==> src/sv/etl_pkg.sv <==
`timescale 1ns / 1ps
// ----------------------------------------------------------------------------
// etl_pkg
// shared codes and types of the expression token lexer
// ----------------------------------------------------------------------------
package etl_pkg;

    // lexer modes
    localparam logic [2:0] MODE_IDLE   = 3'd0;
    localparam logic [2:0] MODE_IDENT  = 3'd1;
    localparam logic [2:0] MODE_INT    = 3'd2;
    localparam logic [2:0] MODE_FRAC   = 3'd3;
    localparam logic [2:0] MODE_STRING = 3'd4;
    localparam logic [2:0] MODE_HALTED = 3'd5;

    // token kinds
    localparam logic [3:0] KIND_LPAR     = 4'd0;
    localparam logic [3:0] KIND_RPAR     = 4'd1;
    localparam logic [3:0] KIND_QUESTION = 4'd2;
    localparam logic [3:0] KIND_IDENT    = 4'd3;
    localparam logic [3:0] KIND_INT      = 4'd4;
    localparam logic [3:0] KIND_FLOAT    = 4'd5;
    localparam logic [3:0] KIND_STRING   = 4'd6;
    localparam logic [3:0] KIND_UNKNOWN  = 4'd7;
    localparam logic [3:0] KIND_EOF      = 4'd8;

    // event kinds
    localparam logic EV_BYTE = 1'b0;
    localparam logic EV_DONE = 1'b1;

    // characters with a meaning of their own
    localparam logic [7:0] CH_LPAR     = 8'h28;
    localparam logic [7:0] CH_RPAR     = 8'h29;
    localparam logic [7:0] CH_QUESTION = 8'h3F;
    localparam logic [7:0] CH_USCORE   = 8'h5F;
    localparam logic [7:0] CH_APOS     = 8'h27;
    localparam logic [7:0] CH_DOT      = 8'h2E;
    localparam logic [7:0] CH_DQUOTE   = 8'h22;

    typedef struct packed {
        logic       last;
        logic       event_kind;
        logic [7:0] value_byte;
        logic [3:0] token_kind;
        logic [7:0] token_length;
    } etl_result_t;

    typedef struct packed {
        logic        r0_valid;
        logic        r1_valid;
        etl_result_t r0;
        etl_result_t r1;
        logic [2:0]  mode_next;
        logic [7:0]  count_next;
    } etl_step_t;

endpackage

==> src/sv/etl_step.sv <==
`timescale 1ns / 1ps
// ----------------------------------------------------------------------------
// etl_step
// one lexer step: classifies a character against the current mode and
// gives up to two results plus the next mode and length count
// ----------------------------------------------------------------------------
module etl_step #(
    parameter logic [7:0] LEN_CAP = 8'd255
) (
    input  logic [2:0]         mode,
    input  logic [7:0]         count,
    input  logic [7:0]         char_code,
    input  logic               end_of_text,
    output etl_pkg::etl_step_t step
);
    import etl_pkg::*;

    typedef struct packed {
        logic        hit;
        etl_result_t res;
        logic [2:0]  mode_next;
        logic [7:0]  count_next;
    } idle_t;

    function automatic logic is_space(input logic [7:0] c);
        return c inside {8'd32, [8'd9:8'd13]};
    endfunction

    function automatic logic is_digit(input logic [7:0] c);
        return c inside {[8'd48:8'd57]};
    endfunction

    function automatic logic is_alpha(input logic [7:0] c);
        return c inside {[8'd65:8'd90], [8'd97:8'd122]};
    endfunction

    function automatic etl_result_t mk_byte(input logic [7:0] c);
        etl_result_t r;
        r = '0;
        r.event_kind = EV_BYTE;
        r.value_byte = c;
        return r;
    endfunction

    function automatic etl_result_t mk_done(input logic [3:0] k, input logic [7:0] len);
        etl_result_t r;
        r = '0;
        r.event_kind   = EV_DONE;
        r.token_kind   = k;
        r.token_length = len;
        return r;
    endfunction

    // handling of a character between tokens, length count starts at zero
    function automatic idle_t do_idle(input logic [7:0] c, input logic eot);
        idle_t o;
        o = '0;
        o.mode_next = MODE_IDLE;
        if (eot) begin
            o.hit = 1'b1;
            o.res = mk_done(KIND_EOF, 8'd0);
            o.mode_next = MODE_HALTED;
        end else if (is_space(c)) begin
            o.hit = 1'b0;
        end else if (c == CH_LPAR) begin
            o.hit = 1'b1;
            o.res = mk_done(KIND_LPAR, 8'd0);
        end else if (c == CH_RPAR) begin
            o.hit = 1'b1;
            o.res = mk_done(KIND_RPAR, 8'd0);
        end else if (c == CH_QUESTION) begin
            o.hit = 1'b1;
            o.res = mk_done(KIND_QUESTION, 8'd0);
        end else if (is_alpha(c)) begin
            o.hit = 1'b1;
            o.res = mk_byte(c);
            o.mode_next = MODE_IDENT;
            o.count_next = 8'd1;
        end else if (is_digit(c)) begin
            o.hit = 1'b1;
            o.res = mk_byte(c);
            o.mode_next = MODE_INT;
            o.count_next = 8'd1;
        end else if (c == CH_DQUOTE) begin
            o.hit = 1'b0;
            o.mode_next = MODE_STRING;
        end else begin
            o.hit = 1'b1;
            o.res = mk_done(KIND_UNKNOWN, 8'd0);
            o.mode_next = MODE_HALTED;
        end
        return o;
    endfunction

    idle_t       idle_res;
    logic [7:0]  count_inc;
    logic        tail_ok;
    logic        close_tok;
    logic [3:0]  close_kind;

    assign idle_res  = do_idle(char_code, end_of_text);
    assign count_inc = (count < LEN_CAP) ? count + 8'd1 : count;
    assign tail_ok   = is_alpha(char_code) || is_digit(char_code)
                       || char_code == CH_USCORE || char_code == CH_APOS;

    always_comb begin
        step = '0;
        step.mode_next  = mode;
        step.count_next = count;
        close_tok  = 1'b0;
        close_kind = KIND_IDENT;
        case (mode)
            MODE_IDLE: begin
                step.r0_valid   = idle_res.hit;
                step.r0         = idle_res.res;
                step.mode_next  = idle_res.mode_next;
                step.count_next = idle_res.count_next;
            end
            MODE_IDENT: begin
                if (!end_of_text && tail_ok) begin
                    step.r0_valid   = 1'b1;
                    step.r0         = mk_byte(char_code);
                    step.count_next = count_inc;
                end else begin
                    close_tok  = 1'b1;
                    close_kind = KIND_IDENT;
                end
            end
            MODE_INT: begin
                if (!end_of_text && is_digit(char_code)) begin
                    step.r0_valid   = 1'b1;
                    step.r0         = mk_byte(char_code);
                    step.count_next = count_inc;
                end else if (!end_of_text && char_code == CH_DOT) begin
                    step.r0_valid   = 1'b1;
                    step.r0         = mk_byte(char_code);
                    step.count_next = count_inc;
                    step.mode_next  = MODE_FRAC;
                end else begin
                    close_tok  = 1'b1;
                    close_kind = KIND_INT;
                end
            end
            MODE_FRAC: begin
                if (!end_of_text && is_digit(char_code)) begin
                    step.r0_valid   = 1'b1;
                    step.r0         = mk_byte(char_code);
                    step.count_next = count_inc;
                end else begin
                    close_tok  = 1'b1;
                    close_kind = KIND_FLOAT;
                end
            end
            MODE_STRING: begin
                if (end_of_text) begin
                    step.r0_valid   = 1'b1;
                    step.r0         = mk_done(KIND_UNKNOWN, count);
                    step.count_next = 8'd0;
                    step.mode_next  = MODE_HALTED;
                end else if (char_code == CH_DQUOTE) begin
                    step.r0_valid   = 1'b1;
                    step.r0         = mk_done(KIND_STRING, count);
                    step.count_next = 8'd0;
                    step.mode_next  = MODE_IDLE;
                end else begin
                    step.r0_valid   = 1'b1;
                    step.r0         = mk_byte(char_code);
                    step.count_next = count_inc;
                end
            end
            default: begin
                step.mode_next = MODE_HALTED;
            end
        endcase

        // token ended: completion first, then the ending char handled afresh
        if (close_tok) begin
            step.r0_valid   = 1'b1;
            step.r0         = mk_done(close_kind, count);
            step.r1_valid   = idle_res.hit;
            step.r1         = idle_res.res;
            step.mode_next  = idle_res.mode_next;
            step.count_next = idle_res.count_next;
        end

        if (step.r1_valid) begin
            step.r1.last = 1'b1;
        end else begin
            step.r0.last = 1'b1;
        end
    end

endmodule

==> src/sv/expression_token_lexer_core.sv <==
`timescale 1ns / 1ps
// ----------------------------------------------------------------------------
// expression_token_lexer_core
// streaming lexer for expression text, one character per transfer
// ----------------------------------------------------------------------------
// usage:
//   slave side: one character per transfer on s_tdata, s_tlast marks end of
//   text (character ignored then). master side: value byte events
//   (m_tuser low) and token completion events (m_tuser high, kind and
//   length in m_tdata); m_tlast flags the last result of an input transfer.
//   a character is held in the input register while the lexer step works on
//   it, and its first result is registered in the output register.
//   throughput: one character per cycle unless the output stalls, set by
//   the combinational step between the registers; a character that ends a
//   token and has a result of its own holds off the next until both are out.
//   whitespace and an opening quote produce no result.
//   reset: lexer idle between tokens, length count zero, all registers empty.
//   after end of text or an unknown character the lexer halts: transfers are
//   still taken but produce nothing until reset.
//   stall: when m_tready is low the output register holds, a step that has
//   a result waits and the input register holds its character; s_tready
//   then drops.
// ----------------------------------------------------------------------------
module expression_token_lexer_core #(
    parameter int MAX_TOKEN_LEN = 255
) (
    input  logic        aclk,
    input  logic        aresetn,
    // slave side
    input  logic        s_tvalid,
    output logic        s_tready,
    input  logic [7:0]  s_tdata,   // [7:0] char_code
    input  logic        s_tlast,   // end_of_text
    // master side
    output logic        m_tvalid,
    input  logic        m_tready,
    output logic [23:0] m_tdata,   // [7:0] value_byte, [11:8] token_kind,
                                   // [19:12] token_length, [23:20] zero
    output logic        m_tuser,   // event_kind
    output logic        m_tlast    // last_of_run
);
    import etl_pkg::*;

    // length saturates at the smaller of the parameter and the field maximum
    localparam logic [7:0] LEN_CAP = (MAX_TOKEN_LEN > 255) ? 8'd255 : 8'(MAX_TOKEN_LEN);

    // input register
    logic        in_valid_reg, in_valid_next;
    logic [7:0]  in_char_reg,  in_char_next;
    logic        in_eot_reg,   in_eot_next;

    // lexer state
    logic [2:0]  mode_reg,  mode_next;
    logic [7:0]  count_reg, count_next;

    // output register and the held second result
    logic        out_valid_reg,  out_valid_next;
    etl_result_t out_reg,        out_next;
    logic        pend_valid_reg, pend_valid_next;
    etl_result_t pend_reg,       pend_next;

    etl_step_t   step;
    logic        out_free;
    logic        step_fire;

    etl_step #(
        .LEN_CAP (LEN_CAP)
    ) u_step (
        .mode        (mode_reg),
        .count       (count_reg),
        .char_code   (in_char_reg),
        .end_of_text (in_eot_reg),
        .step        (step)
    );

    // output slot is free when empty or being drained this cycle
    assign out_free = !out_valid_reg || m_tready;

    // a step runs when no second result is waiting and its first result
    // has a place to go
    assign step_fire = in_valid_reg && !pend_valid_reg && (!step.r0_valid || out_free);

    assign s_tready = !in_valid_reg || step_fire;

    always_comb begin
        in_valid_next   = in_valid_reg;
        in_char_next    = in_char_reg;
        in_eot_next     = in_eot_reg;
        mode_next       = mode_reg;
        count_next      = count_reg;
        out_valid_next  = out_valid_reg;
        out_next        = out_reg;
        pend_valid_next = pend_valid_reg;
        pend_next       = pend_reg;

        if (out_valid_reg && m_tready) begin
            out_valid_next = 1'b0;
        end

        if (pend_valid_reg && out_free) begin
            // second result of the previous character goes out first
            out_valid_next  = 1'b1;
            out_next        = pend_reg;
            pend_valid_next = 1'b0;
        end else if (step_fire) begin
            mode_next  = step.mode_next;
            count_next = step.count_next;
            if (step.r0_valid) begin
                out_valid_next = 1'b1;
                out_next       = step.r0;
            end
            if (step.r1_valid) begin
                pend_valid_next = 1'b1;
                pend_next       = step.r1;
            end
        end

        if (s_tready) begin
            in_valid_next = s_tvalid;
            in_char_next  = s_tdata;
            in_eot_next   = s_tlast;
        end
    end

    always_ff @(posedge aclk) begin
        if (!aresetn) begin
            in_valid_reg   <= 1'b0;
            mode_reg       <= MODE_IDLE;
            count_reg      <= 8'd0;
            out_valid_reg  <= 1'b0;
            pend_valid_reg <= 1'b0;
        end else begin
            in_valid_reg   <= in_valid_next;
            mode_reg       <= mode_next;
            count_reg      <= count_next;
            out_valid_reg  <= out_valid_next;
            pend_valid_reg <= pend_valid_next;
        end
    end

    // payload registers
    always_ff @(posedge aclk) begin
        in_char_reg <= in_char_next;
        in_eot_reg  <= in_eot_next;
        out_reg     <= out_next;
        pend_reg    <= pend_next;
    end

    assign m_tvalid = out_valid_reg;
    assign m_tdata  = {4'd0, out_reg.token_length, out_reg.token_kind, out_reg.value_byte};
    assign m_tuser  = out_reg.event_kind;
    assign m_tlast  = out_reg.last;

endmodule
==> config.mk <==
export PLATFORM = sky130hd
export DESIGN_NAME = expression_token_lexer_core
export DESIGN_NICKNAME = d
export VERILOG_FILES = /design/src/sv/etl_pkg.sv /design/src/sv/etl_step.sv /design/src/sv/expression_token_lexer_core.sv
export SDC_FILE = /design/constraint.sdc
export NUM_CORES = 1
export LEC_CHECK = 0
export ABC_AREA = 1
export ABC_CLOCK_PERIOD_IN_PS = 4600
export BUFFER_PORTS_ARGS = -buffer_cell sky130_fd_sc_hd__buf_2
export CAP_MARGIN = 25
export CORE_MARGIN = 1
export CORE_UTILIZATION = 58
export CTS_CLUSTER_DIAMETER = 50
export DETAILED_ROUTE_END_ITERATION = 6
export PLACE_DENSITY = 0.83
export SYNTH_ARGS = -nofsm -noshare
export SYNTH_HDL_FRONTEND = slang
export SYNTH_SLANG_ARGS = --single-unit
==> constraint.sdc <==
create_clock -name aclk -period 4.6 [get_ports aclk]
set_clock_uncertainty 0.15 [all_clocks]
set_input_delay 0.46 -clock aclk [delete_from_list [all_inputs] [get_ports aclk]]
set_output_delay 0.46 -clock aclk [all_outputs]
set_load 0.01 [all_outputs]
Word level (Yosys, flattened, before mapping)
Index checks and enable logic that the tools add are counted.
{ "word_totals": {"ff_bits": 66, "inputBits": 13} }
{ "classes": {"n_mux": 62, "eq_ne": 19, "bitwise_logic": 2, "n_lt_le_gt_ge": 9, "addsub": 1, "n_reduce_logical": 35} }
{ "ops": {"columns": ["op", "n"], "rows": [
  ["$mux 34", 6],
  ["$pmux 22 s5", 1],
  ["$mux 22", 4],
  ["$mux 23", 3],
  ["$mux 21", 3],
  ["$mux 20", 3],
  ["$mux 57", 1],
  ["$eq 8x6->1 const B", 7],
  ["$mux 11", 5],
  ["$mux 26", 2],
  ["$mux 8", 6],
  ["$pmux 8 s5", 1],
  ["$mux 33", 1],
  ["$mux 1", 17],
  ["$ge 8x7->1 const B", 2],
  ["$le 8x7->1 const B", 2],
  ["$mux 3", 4],
  ["$pmux 3 s4", 1],
  ["$reduce_and 6->1", 2],
  ["$logic_and 1x1->1", 11],
  ["$ne 3x1->1 const B", 3],
  ["$add 8x1->8 const B", 1],
  ["$eq 8x7->1 const B", 1],
  ["$ge 8x4->1 const B", 1],
  ["24 further kinds", 40]
]} }

Logic depth before layout (Yosys ltp)
Gate-level depths: netlist of the first run.
{ "depth": {"word_depth": 21, "ltp_mapped": 16, "depth_no_buf": 16} }

Hierarchy
Synthesis of the first run repeated with hierarchy kept, for this count alone.
{ "hier_totals": {"hier_cells": 518, "area_unflattened_um2": 4055.1} }
{ "modules_own_cells": {"columns": ["mod", "cells_each", "seq_area_each_um2", "n_inst", "area_per_inst_um2"], "rows": [
  ["expression_token_lexer_core", 214, 1871.8, 1, 2529.9],
  ["etl_step", 304, 0.0, 1, 1525.2]
]} }

Least setup slack after synthesis of the first run
Ideal clock, no wire load.
{ "synth_path": {"path_type": "register to register", "startpoint": "register in_char_reg[0]", "endpoint": "register out_reg (netlist bit m_tdata[0]), enable pin", "setup_ns": 0.432, "n_path_buf": 0, "setup_slack_ns": 0.842, "t_required_ns": 4.018, "path_stages_with_launch": 14, "arrival_time_ns": 3.177, "cell_sequence": "edfxtp_1 nor2_2 nand2_1 nand2_1 nand2_1 nand2_2 nand3_2 nand2_2 nand2_4 nand2_4 nand2_4 o21bai_4 nand2_1 o21ai_0"} }
{ "synth_between": {"elab_chain_cells": 21, "elab_cells_between_ends": 58, "classes_between": "8 x order compare; 8 x eq/ne; 24 x mux; 18 x reduce/logical"} }
{ "synth_lines": {"columns": ["item", "line", "text"], "rows": [
  ["from (decl)", "expression_token_lexer_core.sv:49", "logic [7:0] in_char_reg, in_char_next;"],
  ["from (signal assigned)", "expression_token_lexer_core.sv:143", "in_char_reg <= in_char_next;"],
  ["$ge 8x6->1, or another cell as far along", "etl_step.sv:30", "return c inside {[8'd48:8'd57]};"],
  ["$logic_and 1x1->1, or another cell as far along", "etl_step.sv:30", null],
  ["$mux 26 or $reduce_bool 2->1 (tied branches)", "etl_step.sv:79, etl_step.sv:34", null],
  ["$mux 34", "etl_step.sv:74", "end else if (is_alpha(c)) begin"],
  ["$mux 34", "etl_step.sv:71", "end else if (c == CH_QUESTION) begin"],
  ["$mux 34", "etl_step.sv:68", "end else if (c == CH_RPAR) begin"],
  ["$mux 34", "etl_step.sv:65", "end else if (c == CH_LPAR) begin"],
  ["$mux 34", "etl_step.sv:63", "end else if (is_space(c)) begin"],
  ["[... 5 more ...]", null, null],
  ["$mux 26", "etl_step.sv:59", "if (eot) begin"],
  ["$pmux 1 s5", "etl_step.sv:112", "case (mode)"],
  ["$mux 57 *", "etl_step.sv:177", "if (close_tok) begin"],
  ["$logic_not 1->1", "expression_token_lexer_core.sv:81", "assign step_fire = in_valid_reg && !pend_valid_reg && (!step.r0_valid || out_free);"],
  ["$logic_or 1x1->1", "expression_token_lexer_core.sv:81", null],
  ["$logic_and 1x1->1", "expression_token_lexer_core.sv:81", null],
  ["$reduce_bool 2->1 (no line)", null, null],
  ["$reduce_and 2->1 (no line) *", null, null],
  ["to (signal assigned)", "expression_token_lexer_core.sv:145", "out_reg <= out_next;"],
  ["to (decl)", "expression_token_lexer_core.sv:58", "etl_result_t out_reg, out_next;"]
]} }
Mark *: on every way between the ends. The rest lies on a longest branch, timed or not. The select of a mux whose other input is x is not followed.
A chain may end at the register's enable or synchronous reset.

Worst setup path in the final report of the first run
{ "layout_path": {"startpoint": "register in_eot_reg", "endpoint": "output s_tready"} }
{ "layout_between": {"elab_chain_cells": 10, "elab_cells_between_ends": 20, "classes_between": "12 x mux; 8 x reduce/logical"} }
{ "layout_lines": {"columns": ["item", "line", "text"], "rows": [
  ["from (decl)", "expression_token_lexer_core.sv:50", "logic in_eot_reg, in_eot_next;"],
  ["from (signal assigned)", "expression_token_lexer_core.sv:144", "in_eot_reg <= in_eot_next;"],
  ["$logic_not 1->1", null, null],
  ["$logic_and 1x1->1", "etl_step.sv:134", "end else if (!end_of_text && char_code == CH_DOT) begin"],
  ["$mux 1", "etl_step.sv:134", null],
  ["$mux 1", "etl_step.sv:130", "if (!end_of_text && is_digit(char_code)) begin"],
  ["$pmux 1 s5 or $pmux 1 s3 (tied branches)", "etl_step.sv:112", null],
  ["$mux 57 *", "etl_step.sv:177", null],
  ["$logic_not 1->1 *", "expression_token_lexer_core.sv:81", null],
  ["$logic_or 1x1->1 *", "expression_token_lexer_core.sv:81", null],
  ["$logic_and 1x1->1 *", "expression_token_lexer_core.sv:81", null],
  ["$logic_or 1x1->1 *", "expression_token_lexer_core.sv:83", "assign s_tready = !in_valid_reg || step_fire;"],
  ["to (decl)", "expression_token_lexer_core.sv:31", "output logic s_tready,"]
]} }
Mark *: on every way between the ends. The rest lies on a longest branch, timed or not.

==> flow_summary.ini, run 1 <==
[layout]
mostFrequentLayoutCell = sky130_fd_sc_hd__nand2_1
fillers = 429
post_route_cells_drive_above_1_share = 0.189
layout_common_cells = sky130_fd_sc_hd__nand2_1 (88), sky130_fd_sc_hd__nor2_1 (62), sky130_fd_sc_hd__inv_1 (52)
n_antenna_cell = 0
final_area_mm2 = 0.00365
area_growth_pct = 14.6
final_net_count = 459
flip_flop_count_of_the_largest_register_after_layout = 20

[clocking]
cts_htree_levels = 3
cts_setup_buffers = 0
cts_hold_buf = 0
cts_num_sinks = 58
tritoncts = done
numCtsBuffers = 9
cts.root.buffer_cell = sky130_fd_sc_hd__clkbuf_8
post_cts.resized_instances = 0
clk_pin_slew_worst_paths_ps = 70
clk-insertion-delay-late_ps = 340
ctsLongestPathBuffers = 2

[synthesis]
synth_simple_gate_area_frac = 0.309
yosys.area_share.adder = 0.00393
number_of_distinct_library_cells_after_synthesis = 34
synth_ff_type = sky130_fd_sc_hd__edfxtp_1
share_of_cell_area_taken_by_muxes_after_synthesis = 0
yosys.area_share.xor_xnor = 0.00275
ys_ff_latch = 58
synth_edf_count = 44
synth_compound_gate_area_share = 0.0809
synth_sequential_area_ratio = 0.503
synth.avg_cell_area_um2 = 7.95
synth_top_family_by_area = simple AND/OR/NAND/NOR gates
synthArstFlopShare = 0
netlist_instances = 401
syn-cell-area_mm2 = 0.00319
ys.warnings.count = 0

[critical_path]
timing.rr.start = in_eot_reg
critPathLaunch = in_eot_reg
critical_path.endpoint_type = output port
cp_max_fo = 16
worst-endpoint-arrival_ps = 2780
worstSetupPathType = flip-flop to output port
cp_data_required_time_ps = 3990
timing.rr.end = pend_reg[10]
worst-r2r-setup-slack_ps = 1770
rr_worst_depth = 9
worstSetupStartpointType = flip-flop

[floorplan]
design.die.area_mm2 = 0.00580
initial_core_util = 0.612
die-height_um = 76.1
floorplan.core_area_mm2 = 0.00520
die_width_um = 76.1
pin_count = 41
placement_rows = 26

[global_route]
grt_antenna_before_repair = 0
first_pass_grt_wire_length_um = 12100
grt_overflow = 0
grt_start_max_net_pins = 23
via_count_of_the_first_global_routing_pass = 2512
grt_util_all_layers = 0.269

[run]
drv_cap = 0

[route]
detailedRoute.firstIterationViolations = 202
route.antenna.remaining_nets = 0
vias_per_cell = 5.33
drt_pass1_iterations = 5
route.detailed.wl_per_inst_um = 13.7
detail_route.wirelength_um = 7120
total_vias_in_the_final_route = 2770
route.detailed.drc = 0

[run_status]
outcome = complete, no violations

[pwr]
powerDensity_mw_per_mm2 = 457
leakagePower_nw = 1.72
power.ir.vdd_worst_mv = 0.324

[timing]
min_period_over_period = 0.738
finalSetupTns_ps = 0
max-slew-margin-rel = 0.536
fin_crit_ps = 3390
setup_viols_final = 0
timing.final.hold_violations = 0
rsz0062_at_grt = false
final-max-slew-violation-count = 0
clock.fmax_mhz = 295
worst_pin_slew_ps = 689

[worst_hold_path]
worst_hold_startpoint = s_tdata[5]
worst_case_hold_path_end_point = in_char_reg[5]
depth_of_the_worst_hold_timing_path = 1
worst_hold_path_type = input pin to flip-flop

[placement]
postPlaceCellArea_mm2 = 0.00343
portBuffers = 36
place_congestion = 0.962
post-dp-hpwl_um = 5250
==> stage by stage <==
stage	setup slack (ps)	utilization	std cells	power (W)	hold WS, ps
after floorplan	842	-	405	0.00103	301
after global placement	1500	0.658	503	0.00115	323
after detailed placement	1370	0.658	503	0.00117	328
after CTS	1210	0.699	519	0.00166	141
after global routing	985	0.701	520	0.00176	140
final	1210	0.701	520	0.00167	141
==> worst max-delay path, stage by stage, from the launching register on <==
cell	delay (ps)
sky130_fd_sc_hd__edfxtp_1	480
sky130_fd_sc_hd__inv_1	400
sky130_fd_sc_hd__nand4_1	190
sky130_fd_sc_hd__nand2_2	130
sky130_fd_sc_hd__nand2_4	60
sky130_fd_sc_hd__nand2_4	80
sky130_fd_sc_hd__nand2_4	100
sky130_fd_sc_hd__o21bai_4	270
sky130_fd_sc_hd__nand2_1	150
sky130_fd_sc_hd__nand2_1	360
sky130_fd_sc_hd__buf_2	210
==> where the power goes <==
part	total, W	internal (W)	switching [W]
logic	0.000464	0.000143	0.000321
clock network	0.000501	0.000301	0.000200
registers	0.000705	0.000666	0.0000390
==> layout make-up <==
type	count	area, µm²	share of cell area
clock buffer	10	128	0.0350
inverter	68	255	0.0699
clock inverter	6	81.3	0.0223
multi-input combinational	269	1290	0.353
tap	70	87.6	0.0240
timing repair buffer	39	210	0.0576
sequential	58	1600	0.439
==> how the worst max path moves through the flow <==
stage,cells past startpoint,end,slack (ps)
floorplan,13,m_tdata[0],840
global placement,9,m_tdata[7],1500
detailed placement,9,m_tdata[7],1370
CTS,10,s_tready,1210
global route,12,s_tready,980
finish,10,s_tready,1210
==> logic make-up (layout without fill, tap and decap cells) <==
logic type	after synthesis	count (layout)
buffers and inverters	78	123
flip-flops	58	58
other	1	5
XOR/XNOR	1	1
adder cells (fa/ha/maj)	1	1
AND/OR/NAND/NOR	220	220
AO/OA/AOI/OAI	42	42
==> cells in the mapped netlist (2+ instances only) <==
master / n / area share
sky130_fd_sc_hd__a21oi_1: 14 / 0.022
sky130_fd_sc_hd__a31oi_1: 4 / 0.0079
sky130_fd_sc_hd__buf_4: 4 / 0.0094
sky130_fd_sc_hd__clkbuf_1: 4 / 0.0047
sky130_fd_sc_hd__clkinv_1: 2 / 0.0024
sky130_fd_sc_hd__dfxtp_1: 14 / 0.088
sky130_fd_sc_hd__edfxtp_1: 44 / 0.41
sky130_fd_sc_hd__inv_1: 52 / 0.061
sky130_fd_sc_hd__inv_2: 14 / 0.016
sky130_fd_sc_hd__nand2_1: 88 / 0.10
sky130_fd_sc_hd__nand2_2: 4 / 0.0079
sky130_fd_sc_hd__nand2_4: 3 / 0.011
sky130_fd_sc_hd__nand3_1: 30 / 0.047
sky130_fd_sc_hd__nand3_2: 4 / 0.013
sky130_fd_sc_hd__nand4_1: 12 / 0.024
sky130_fd_sc_hd__nor2_1: 62 / 0.073
sky130_fd_sc_hd__nor2_2: 2 / 0.0039
sky130_fd_sc_hd__nor3_1: 13 / 0.020
sky130_fd_sc_hd__o21ai_0: 14 / 0.022
sky130_fd_sc_hd__o31ai_1: 3 / 0.0071
==> per-layer routing <==
layer | track usage | share of wire | vias to the layer above
met3 | 0.0623 | 0.073 | 14
met1 | 0.398 | 0.47 | 1248
met2 | 0.394 | 0.44 | 118
met4 | 0.0827 | 0.016 | 0
met5 | 0 | 0 | -
li1 | - | - | 1390
(Power assumes the default switching activity.)
==> run 2: changes to the inputs <==
--- a/config.mk
+++ b/config.mk
@@ -5,15 +5,15 @@
 export SDC_FILE = /design/constraint.sdc
 export NUM_CORES = 1
 export LEC_CHECK = 0
-export ABC_AREA = 1
-export ABC_CLOCK_PERIOD_IN_PS = 4600
+export ABC_AREA = 0
+export ABC_CLOCK_PERIOD_IN_PS = 3500
 export BUFFER_PORTS_ARGS = -buffer_cell sky130_fd_sc_hd__buf_2
 export CAP_MARGIN = 25
 export CORE_MARGIN = 1
-export CORE_UTILIZATION = 58
+export CORE_UTILIZATION = 57
 export CTS_CLUSTER_DIAMETER = 50
 export DETAILED_ROUTE_END_ITERATION = 6
-export PLACE_DENSITY = 0.83
+export PLACE_DENSITY = 0.82
 export SYNTH_ARGS = -nofsm -noshare
 export SYNTH_HDL_FRONTEND = slang
 export SYNTH_SLANG_ARGS = --single-unit
==> constraint.sdc (replaced) <==
create_clock -name aclk -period 3.5 [get_ports aclk]
set_clock_uncertainty 0.15 [all_clocks]
set_input_delay 0.35 -clock aclk [delete_from_list [all_inputs] [get_ports aclk]]
set_output_delay 0.35 -clock aclk [all_outputs]
set_load 0.01 [all_outputs]
==> flow_summary.ini, run 2 <==
[run_status]
outcome = complete, no violations

[critical_path]
cp_max_fo = 13
critical_path.endpoint_type = output port
crit_family = simple AND/OR/NAND/NOR gates
cp_data_required_time_ps = 3000
critical_path_buf_inv_count = 1
maximum_cell_stage_delay_along_the_critical_path_ps = 570
worstSetupStartpointType = flip-flop
worst-endpoint-arrival_ps = 2730
worstPathCellList = nor3_1 > and4b_1 > o2111a_1 > o21ai_0 > nand2_1 > buf_2
cell_at_the_slowest_stage_of_the_critical_path = sky130_fd_sc_hd__edfxtp_1
worstSetupPathType = flip-flop to output port

[layout]
mostFrequentLayoutCell = sky130_fd_sc_hd__edfxtp_1
final_net_count = 352
cell_count_final_fillers_out = 413
final_area_mm2 = 0.00344
flip_flop_count_of_the_largest_register_after_layout = 20
layout_common_cells = sky130_fd_sc_hd__edfxtp_1 (44), sky130_fd_sc_hd__buf_2 (36), sky130_fd_sc_hd__nand2_1 (35)
multiInputGateArea_mm2 = 0.00131
seq_area_mm2 = 0.00160
n_antenna_cell = 0
post_route_cells_drive_above_1_share = 0.187
area_growth_pct = 14.3
fillers = 395

[global_route]
via_count_of_the_first_global_routing_pass = 2149
first_pass_grt_wire_length_um = 10600
grt_overflow = 0
grt_start_max_net_pins = 23
grt_antenna_before_repair = 0
grt_util_all_layers = 0.258

[synthesis]
synth_ff_type = sky130_fd_sc_hd__edfxtp_1
ys.warnings.count = 0
synthDominantCellAreaShare = 0.438
synth_edf_count = 44
synthArstFlopShare = 0
ys_ff_latch = 58
synth.avg_cell_area_um2 = 10.0
netlist.top_cell.by_area = sky130_fd_sc_hd__edfxtp_1
number_of_distinct_library_cells_after_synthesis = 54
synth_sequential_area_ratio = 0.531
yosysMostFrequentCell = sky130_fd_sc_hd__edfxtp_1
post_synth_main_area_contributors = sky130_fd_sc_hd__edfxtp_1 (44%), sky130_fd_sc_hd__dfxtp_1 (9.3%), sky130_fd_sc_hd__a21oi_1 (4.8%)
netlist_instances = 301
synth.top_cells.by_count = sky130_fd_sc_hd__edfxtp_1 (44), sky130_fd_sc_hd__nand2_1 (35), sky130_fd_sc_hd__a21oi_1 (29)
syn-cell-area_mm2 = 0.00301

[route]
detail_route.wirelength_um = 6550
detailedRoute.firstIterationViolations = 310
vias_per_cell = 6.01
route.antenna.remaining_nets = 0
route.detailed.drc = 0
total_vias_in_the_final_route = 2481
route.detailed.wl_per_inst_um = 15.9
drt_pass1_iterations = 5

[placement]
portBuffers = 36
place_congestion = 0.993
place_worst_setup_slack_ps = 563
postPlaceCellArea_mm2 = 0.00325
post-dp-hpwl_um = 4880
place.detailed.instances = 397

[clocking]
ctsLongestPathBuffers = 2
post_cts.resized_instances = 0
clk-insertion-delay-late_ps = 330
cts_setup_buffers = 0
cts.root.buffer_cell = sky130_fd_sc_hd__clkbuf_8
cts_htree_levels = 3
clk_pin_slew_worst_paths_ps = 60
numCtsBuffers = 9
cts_num_sinks = 58
tritoncts = done
cts_hold_buf = 0

[timing]
worst_pin_slew_ps = 743
timing.final.hold_violations = 0
max-slew-margin-rel = 0.492
finalSetupTns_ps = 0
clock.fmax_mhz = 309
setup_viols_final = 0
setup_slack_ps = 269
rsz0062_at_grt = false
final-max-slew-violation-count = 0
min_period_over_period = 0.923
worst_hold_slack_ps = 42.0
fin_crit_ps = 3230

[floorplan]
initial_core_util = 0.590
placement_rows = 26
design.die.area_mm2 = 0.00558
pin_count = 41
floorplan.core_area_mm2 = 0.00511
die-height_um = 74.7
die_width_um = 74.7

[pwr]
power.ir.vdd_worst_mv = 0.290
leakagePower_nw = 1.32
powerDensity_mw_per_mm2 = 493

[worst_hold_path]
worst_hold_path_type = input pin to flip-flop

[run]
drv_cap = 0
-- run 2: cell count changes after synthesis, sizes merged, moves of 6 or more --
cell / previous run / this run
a22o: 0 / 6
nand2: 95 / 35
nor2: 65 / 25
and2: 0 / 14
nand3: 34 / 7
inv: 66 / 8
nand4: 12 / 2
and3: 0 / 12
a21oi: 14 / 29
clkbuf: 4 / 14
-- run 2: per-layer routing --
layer  track usage  part of all wire  vias to the layer above
li1              -                 -                     1204
met1         0.379              0.44                     1118
met2         0.361              0.45                      147
met3        0.0776             0.087                       12
met4        0.0881             0.015                        0
met5             0                 0                        -
-- run 2: per-stage QoR --
stage | total power (W) | utilization
final | 0.00170 | 0.674
after global routing | 0.00177 | 0.674
after global placement | 0.00110 | 0.636
after floorplan | 0.00103 | -
after CTS | 0.00170 | 0.674
after detailed placement | 0.00111 | 0.636
-- run 2: worst paths after layout --
| check | startpoint | end | slack [ps] | cells after the start |
|---|---|---|---|---|
| worst max-delay path | in_char_reg[1] | s_tready | 270 | 6 |
| worst max register to register | in_char_reg[4] | pend_reg[9] | 480 | 7 |
| worst min register to register | count_reg[1] | count_reg[1] | 370 | 2 |
| worst min-delay path | s_tdata[2] | in_char_reg[2] | 40 | 1 |
-- run 2: kinds of logic (layout without fill, tap and decap cells) --
logic type | after synthesis | after routing | synth area share
flops | 58 | 58 | 0.531
buf+inv | 27 | 65 | 0.0390
simple gates | 129 | 129 | 0.228
other cells | 1 | 5 | 0.00124
fa+ha+maj | 1 | 1 | 0.00415
compound gates | 85 | 85 | 0.196
-- run 2: area by class of cell --
class	instances	area share
timing repair buffer	41	0.0632
sequential	58	0.465
clock inverter	5	0.0156
tap	70	0.0254
clock buffer	11	0.0410
multi-input combinational	220	0.381
inverter	8	0.00872
-- run 2: where the power goes --
part / switching (W) / internal [W]
clock network: 0.000253 / 0.000344
registers: 0.0000377 / 0.000798
logic: 0.000170 / 0.0000959
total: 0.000460 / 0.00124
